**src/rtl/core/ede_pkg.sv**
```systemverilog
// Shared types and constants for the edit distance engine.
package ede_pkg;

    localparam int MAX_LEN_DEF = 64;
    localparam int SYM_W       = 8;
    localparam int DIST_W      = 7;

    // request kind carried in the func field
    localparam logic FUNC_REF  = 1'b0;
    localparam logic FUNC_CAND = 1'b1;

    // distance field saturates here
    localparam logic [DIST_W-1:0] DIST_SAT = 7'd127;

    // Flags that travel with a wavefront token along the cell chain
    typedef struct packed {
        logic vld;  // token present in this stage
        logic upd;  // token carries a candidate character to fold into the row
        logic rd;   // token asks for the result at the chain end
        logic ovf;  // overflow flag to report with the result
    } t_wave_ctl;

    // Broadcast controls from the top level to every cell
    typedef struct packed {
        logic adv;     // chain moves one stage this cycle
        logic init;    // load row entries with their index (new candidate)
        logic ref_we;  // write one reference character
    } t_cell_ctl;

endpackage

```
**src/rtl/core/ede_cell.sv**
```systemverilog
// One cell of the chain: holds one reference character and one row entry.
module ede_cell
    import ede_pkg::*;
#(
    parameter int IDX = 1,
    parameter int LW  = 7,
    parameter int VW  = 8
) (
    input  logic             i_clk,
    input  logic             i_rst_n,
    input  t_cell_ctl        i_ctl,
    input  logic [LW-1:0]    i_ref_len,
    input  logic [LW-1:0]    i_wr_pos,
    input  logic [SYM_W-1:0] i_ref_sym,
    input  t_wave_ctl        i_wave,
    input  logic [SYM_W-1:0] i_sym,
    input  logic [VW-1:0]    i_left,
    input  logic [VW-1:0]    i_diag,
    output t_wave_ctl        o_wave,
    output logic [SYM_W-1:0] o_sym,
    output logic [VW-1:0]    o_left,
    output logic [VW-1:0]    o_diag
);

    logic [SYM_W-1:0] r_ch;
    logic [VW-1:0]    r_row;
    t_wave_ctl        r_wave;
    logic [SYM_W-1:0] r_sym;
    logic [VW-1:0]    r_left;
    logic [VW-1:0]    r_diag;

    logic             w_en;
    logic             w_cost;
    logic [VW:0]      w_up1;
    logic [VW:0]      w_lf1;
    logic [VW:0]      w_dg;
    logic [VW:0]      w_min_a;
    logic [VW:0]      w_min;
    logic [VW-1:0]    w_new;
    logic             w_hit;
    logic [VW-1:0]    n_left;

    // cell lies inside the current reference word
    assign w_en = (i_ref_len >= LW'(IDX));

    // three-way minimum: deletion, insertion, substitution/match
    assign w_cost  = (r_ch != i_sym);
    assign w_up1   = {1'b0, r_row} + {{VW{1'b0}}, 1'b1};
    assign w_lf1   = {1'b0, i_left} + {{VW{1'b0}}, 1'b1};
    assign w_dg    = {1'b0, i_diag} + {{VW{1'b0}}, w_cost};
    assign w_min_a = (w_up1 < w_lf1) ? w_up1 : w_lf1;
    assign w_min   = (w_min_a < w_dg) ? w_min_a : w_dg;
    assign w_new   = w_min[VW-1:0];

    assign w_hit = i_wave.vld && w_en;

    // value handed on: new entry, current entry for a read token, else pass-through
    always_comb begin
        priority if (w_hit && i_wave.upd) begin
            n_left = w_new;
        end else if (w_hit) begin
            n_left = r_row;
        end else begin
            n_left = i_left;
        end
    end

    // token flags
    always_ff @(posedge i_clk) begin
        if (!i_rst_n) begin
            r_wave <= '0;
        end else if (i_ctl.adv) begin
            r_wave <= i_wave;
        end
    end

    // reference character store
    always_ff @(posedge i_clk) begin
        if (i_ctl.ref_we && (i_wr_pos == LW'(IDX - 1))) begin
            r_ch <= i_ref_sym;
        end
    end

    // row entry
    always_ff @(posedge i_clk) begin
        if (i_ctl.init && w_en) begin
            r_row <= VW'(IDX);
        end else if (i_ctl.adv && w_hit && i_wave.upd) begin
            r_row <= w_new;
        end
    end

    // token payload to the next cell; diag is this entry before the update
    always_ff @(posedge i_clk) begin
        if (i_ctl.adv) begin
            r_sym  <= i_sym;
            r_left <= n_left;
            r_diag <= r_row;
        end
    end

    assign o_wave = r_wave;
    assign o_sym  = r_sym;
    assign o_left = r_left;
    assign o_diag = r_diag;

endmodule

```
**config.mk**
```make
export PLATFORM = sky130hd
export DESIGN_NAME = ede_cell
export DESIGN_NICKNAME = d
export VERILOG_FILES = /design/src/rtl/core/ede_pkg.sv /design/src/rtl/core/ede_cell.sv
export SDC_FILE = /design/constraint.sdc
export NUM_CORES = 1
export LEC_CHECK = 0
export ABC_AREA = 1
export BUFFER_PORTS_ARGS = -buffer_cell sky130_fd_sc_hd__buf_4
export CELL_PAD_IN_SITES_DETAIL_PLACEMENT = 1
export CELL_PAD_IN_SITES_GLOBAL_PLACEMENT = 2
export CORE_ASPECT_RATIO = 0.75
export CORE_MARGIN = 3
export CORE_UTILIZATION = 32
export DETAILED_ROUTE_END_ITERATION = 6
export GPL_ROUTABILITY_DRIVEN = 0
export PLACE_DENSITY_LB_ADDON = 0.05
export SYNTH_ARGS = -nofsm -noshare
export SYNTH_HDL_FRONTEND = slang
export SYNTH_SLANG_ARGS = --single-unit
```
**constraint.sdc**
```tcl
create_clock -name i_clk -period 5.6 [get_ports i_clk]
set_clock_uncertainty 0.05 [all_clocks]
set_input_delay 0 -clock i_clk [delete_from_list [all_inputs] [get_ports i_clk]]
set_output_delay 0 -clock i_clk [all_outputs]
set_load 0.1 [all_outputs]
```
# Yosys cells after proc, flatten, opt, wreduce, memory -nomap -nowiden
# Index checks and enable logic that the tools add are counted.
[classes]
n_lt_le_gt_ge = 3
eq_ne = 1
addsub = 3
muxes = 4
n_reduce_logical = 7
[ops]
columns = ["op", "n"]
rows = [
  ["two-way mux 8 bit", 3],
  ["adder 8 x 1 -> 9 bit (second input constant)", 2],
  ["< comparator 9 bit", 2],
  ["adder 8 x 1 -> 9 bit", 1],
  ["two-way mux 9 bit", 1],
  ["!= test 8 bit", 1],
  ["greater-or-equal comparator 7 x 1 -> 1 bit (second input constant)", 1],
  ["logical NOT 7 bit", 1],
  ["logical AND 1 bit", 6],
]
[totals]
reg_bits = 44
inputBits = 55

# Logic depth before layout (Yosys ltp)
[logic_depth]
ltp_word = 6
depth_mapped = 28

# Worst setup path after synthesis
# OpenSTA, ideal clock, no wires.
[synth_path]
path_kind = "reg2reg"
startpoint = "register r_row[0]"
endpoint = "register r_left[1], in the netlist o_left[1] (data pin)"
arrival_time_ps = 3382
setup_slack_ps = 1912
setup_ps = 256
stages_incl_launch_ff = 28
path_cell_list = "dfxtp_1 ha_1 nand3_1 xor2_1 inv_1 ha_1 nand2_1 inv_1 nand2_1 nand3_1 nand2_1 nand3_1 nand2_2 nand2_4 buf_12 nand2_2 o21ai_2 ha_1 nand2_1 inv_2 nand3_1 a31oi_1 a2111oi_4 nand2_4 nand2_2 nand2_1 nand2_1 nand2_1"
[synth_between]
elab_chain_len = 6
[synth_lines]
columns = ["element", "line_no", "source"]
rows = [
  ["start: declaration", "ede_cell.sv:26", "logic [VW-1:0] r_row;"],
  ["start signal: assignment", "ede_cell.sv:87", "r_row <= VW'(IDX);"],
  ["start signal: assignment", "ede_cell.sv:89", "r_row <= w_new;"],
  ["adder 8 x 1 -> 9 bit *", "ede_cell.sv:48", "assign w_up1 = {1'b0, r_row} + {{VW{1'b0}}, 1'b1};"],
  ["< comparator 9 bit", "ede_cell.sv:51", "assign w_min_a = (w_up1 < w_lf1) ? w_up1 : w_lf1;"],
  ["two-way mux 9 bit *", "ede_cell.sv:51", ""],
  ["< comparator 9 bit", "ede_cell.sv:52", "assign w_min = (w_min_a < w_dg) ? w_min_a : w_dg;"],
  ["two-way mux 8 bit *", "ede_cell.sv:52", ""],
  ["two-way mux 8 bit *", "ede_cell.sv:59", "priority if (w_hit && i_wave.upd) begin"],
  ["via n_left[1]", "ede_cell.sv:41", "logic [VW-1:0] n_left;"],
  ["end signal: assignment", "ede_cell.sv:97", "r_left <= n_left;"],
  ["end: declaration", "ede_cell.sv:29", "logic [VW-1:0] r_left;"],
]
# Mark *: on every way through the listed nets, which the timed path passes. The rest lies on a longest branch.
# A chain may end at the register's enable or synchronous reset.

# Worst setup path after layout
[layout_path]
startpoint = "register r_row[0]"
endpoint = "register r_left[4], in the netlist o_left[4] (data pin)"
# Same word-level chain as after synthesis.

==> metrics.md <==
| Metric | Value |
|---|---|
| Residual DRC | `0` |
| Worst-margin pin slew | `roughly 0.82 ns` |
| Share of layout cells above drive strength 1 | `0.2711` |
| Clock sink count | `44` |
| Post-synthesis sequential area ratio | `0.4181` |
| Final period utilization | `0.7836` |
| Worst Path Required | `5.57 ns` |
| Worst setup margin | `1.212 ns` |
| Initial core utilization | `0.3341` |
| Pleak | `1.873 nW` |
| Setup TNS | `0 ns` |
| Die Wd | `around 120 um` |
| Final Util | `0.4641` |
| Post-Syn Nets | `415` |
| CTS clk-pin slew, worst paths | `0.06 ns` |
| VDD IR max | `around 0.00015 V` |
| Commonest non-fill, non-tap cell in the layout | `buf_4` |
| Chip Height | `88.06 um` |
| CTS root buffer | `clkbuf_16` |
| Slew Limit Fails | `0` |
| Vias in the first global route | `2768` |
| Clk buf depth | `2` |
| FP Rows | `29` |
| #FFs+latches synth | `44` |
| Grt total ovfl | `0` |
| Max transition margin | `0.4525` |
| Cell area after layout | `3991 sq um` |
| Max FO, Critical Path | `17` |
| Area occupied by multi-input gates | `1460 sq um` |
| Top FF cell, synth | `edfxtp_1` |
| Ports | `83` |
| Avg Synthesized Cell Area | `8.449 sq um` |
| Shortest period the worst path allows | `roughly 4.4 ns` |
| Drt first pass iters | `4` |
| Status | `finished clean` |
| Initial antenna violation count | `0` |
| Pin count of the biggest net entering global routing | `31` |
| DP Worst Slack | `approximately 1.2 ns` |
| Skew-Pair Late Insertion Delay | `0.29 ns` |
| Post-DP Area | `about 3600 sq um` |
| Area growth, synth to finish | `38.94%` |
| First-pass GRT wire length | `14380 um` |
| Commonest non-fill, non-tap cells in the layout | `buf_4, nand2_1, inv_1, edfxtp_1, nand3_1` |
| Setup crit start kind | `register` |
| Ys Warns | `0` |
| Max-cap viol count | `0` |
| WS Path Type | `reg -> reg` |
| Unrepaired setup endpoints after global routing | `false` |
| Hold Fails Final Rpt | `0` |
| IO Port Bufs | `82` |
| Mapped cell area | `around 2900 sq um` |
| Final WL | `about 9000 um` |
| Ys async rst share | `0` |
| Htree depth | `2` |
| Number of fill cells | `1035` |
| Mapped Cells | `340` |
| Final Setup Violations | `0` |
| Power Dens Cells | `268.4 nW/um^2` |
| Number of buffers created by CTS | `5` |
| Worst hold path class | `in -> reg` |
| Crit. End Element | `register` |
| Fin nets | `between 500 and 600` |
| Fmax | `227.9 MHz` |
| Reg area | `1201 sq um` |
| Post-synth cell types | `29` |
| Die area | `between 10000 and 15000 sq um` |
| Remaining antenna violation count | `0` |
| Core Area | `8600 sq um` |
| Post-synth EDFFs | `32` |
| CP Data Arrival Time | `4.36 ns` |
| Vias per cell | `4.785` |
| DRT iter0 DRCs | `about 120` |
| CTS tree | `built` |
| Vias | `roughly 2700` |
| HPWL Detailed | `7305 um` |
| GRT Total Usage | `0.1872` |
| Routed len/inst | `16.45 um` |
| ANT cells | `0` |
worst paths after layout:
| path | startpoint | endpoint | slack (ns) | depth (start not counted) |
|---|---|---|---|---|
| hold / removal | i_wave[2] | o_wave[2]$_SDFFE_PN0P_ | 0.01 | 3 |
| setup / recovery | r_row[0]$_SDFFE_PP1P_ | o_left[4]$_DFFE_PP_ | 1.21 | 24 |
| hold reg to reg | r_row[7]$_SDFFE_PP0P_ | o_diag[7]$_DFFE_PP_ | 0.38 | 0 |
| setup reg to reg | r_row[0]$_SDFFE_PP1P_ | o_left[4]$_DFFE_PP_ | 1.21 | 24 |
cell usage after synthesis (all sizes together) (3+ instances only):
| cell type | instances | area share |
|---|---|---|
| nand2 | 83 | 0.13 |
| inv | 49 | 0.064 |
| edfxtp | 32 | 0.33 |
| nand3 | 32 | 0.059 |
| nor2 | 28 | 0.038 |
| o21ai | 26 | 0.048 |
| a21oi | 20 | 0.045 |
| ha | 20 | 0.087 |
| xor2 | 13 | 0.040 |
| dfxtp | 12 | 0.084 |
| xnor2 | 6 | 0.018 |
| nand3b | 5 | 0.013 |
| nand4 | 3 | 0.0065 |
| nor4 | 3 | 0.0065 |
worst max-delay path: stages, from the launching register on:
cell and delay (ns):
dfxtp_1 0.45, ha_1 0.19, nand3_1 0.11, xor2_1 0.34, inv_1 0.08, ha_1 0.31
nand2_1 0.07, nor2_1 0.10, nand2_1 0.06, nand3_1 0.07, nand2_1 0.05, nand3_1 0.10
nand2_2 0.08, nand2_4 0.20, nor2_1 0.07, a21oi_1 0.25, ha_1 0.34, nand2_1 0.10
nor2_1 0.06, a2111oi_4 0.56, nand2_4 0.19, nand2_2 0.11, nand2_1 0.05, nand2_1 0.06
nand2_1 0.07
flip-flops by register name (all words and copies together) (netlist names):
name    cells
r_ch        8
o_left      8
o_diag      8
o_wave      4
o_sym       8
r_row       8
what timing repair did:
item	4_1_cts	5_1_grt
setup buffers	0	0
hold endpoints to repair	20	0
hold buffers	22	0
gates resized for setup	0	0
layout make-up:
class,instances,area share
well taps,108,0.03386
clock inverters,3,0.01066
clock buffers,5,0.03135
repair buffers,105,0.2113
inverters,49,0.04608
multi-input cells,244,0.3658
flip-flops and latches,44,0.3009
report_power, final:
group	internal (mW)	total (mW)	switching, mW
clock network	0.210	0.335	0.126
registers	0.372	0.382	0.0105
logic	0.109	0.354	0.245
total	0.690	1.07	0.381
metrics by stage:
stage	hold WS, ns	power [mW]	instances
final	0.01293	1.071	558
after global routing	0.1072	1.121	558
after CTS	0.01721	1.077	558
after floorplan	0.03936	0.6270	340
after global placement	0.1295	0.7266	528
after detailed placement	0.1306	0.7304	528
layer usage:
| layer | vias to the layer above | GRT usage | part of all wire |
|---|---|---|---|
| met2 | 57 | 0.2999 | 0.46 |
| met3 | 5 | 0.03660 | 0.042 |
| li1 | 1357 | - | - |
| met4 | 0 | 0.03198 | 0.0063 |
| met1 | 1251 | 0.2671 | 0.49 |
| met5 | - | 0 | 0 |
kinds of logic (layout without fill, tap and decap cells):
family,Yosys count,after routing,synth area share
AOI/OAI and AO/OA,49,49,0.1076
xor gates and xnor gates,19,19,0.05793
adders and majority gates,20,20,0.08711
buffers and inverters,52,162,0.07361
DFF,44,44,0.4181
and+or+nand+nor,156,156,0.2557
Note: power is estimated with default switching activity, not from simulation.
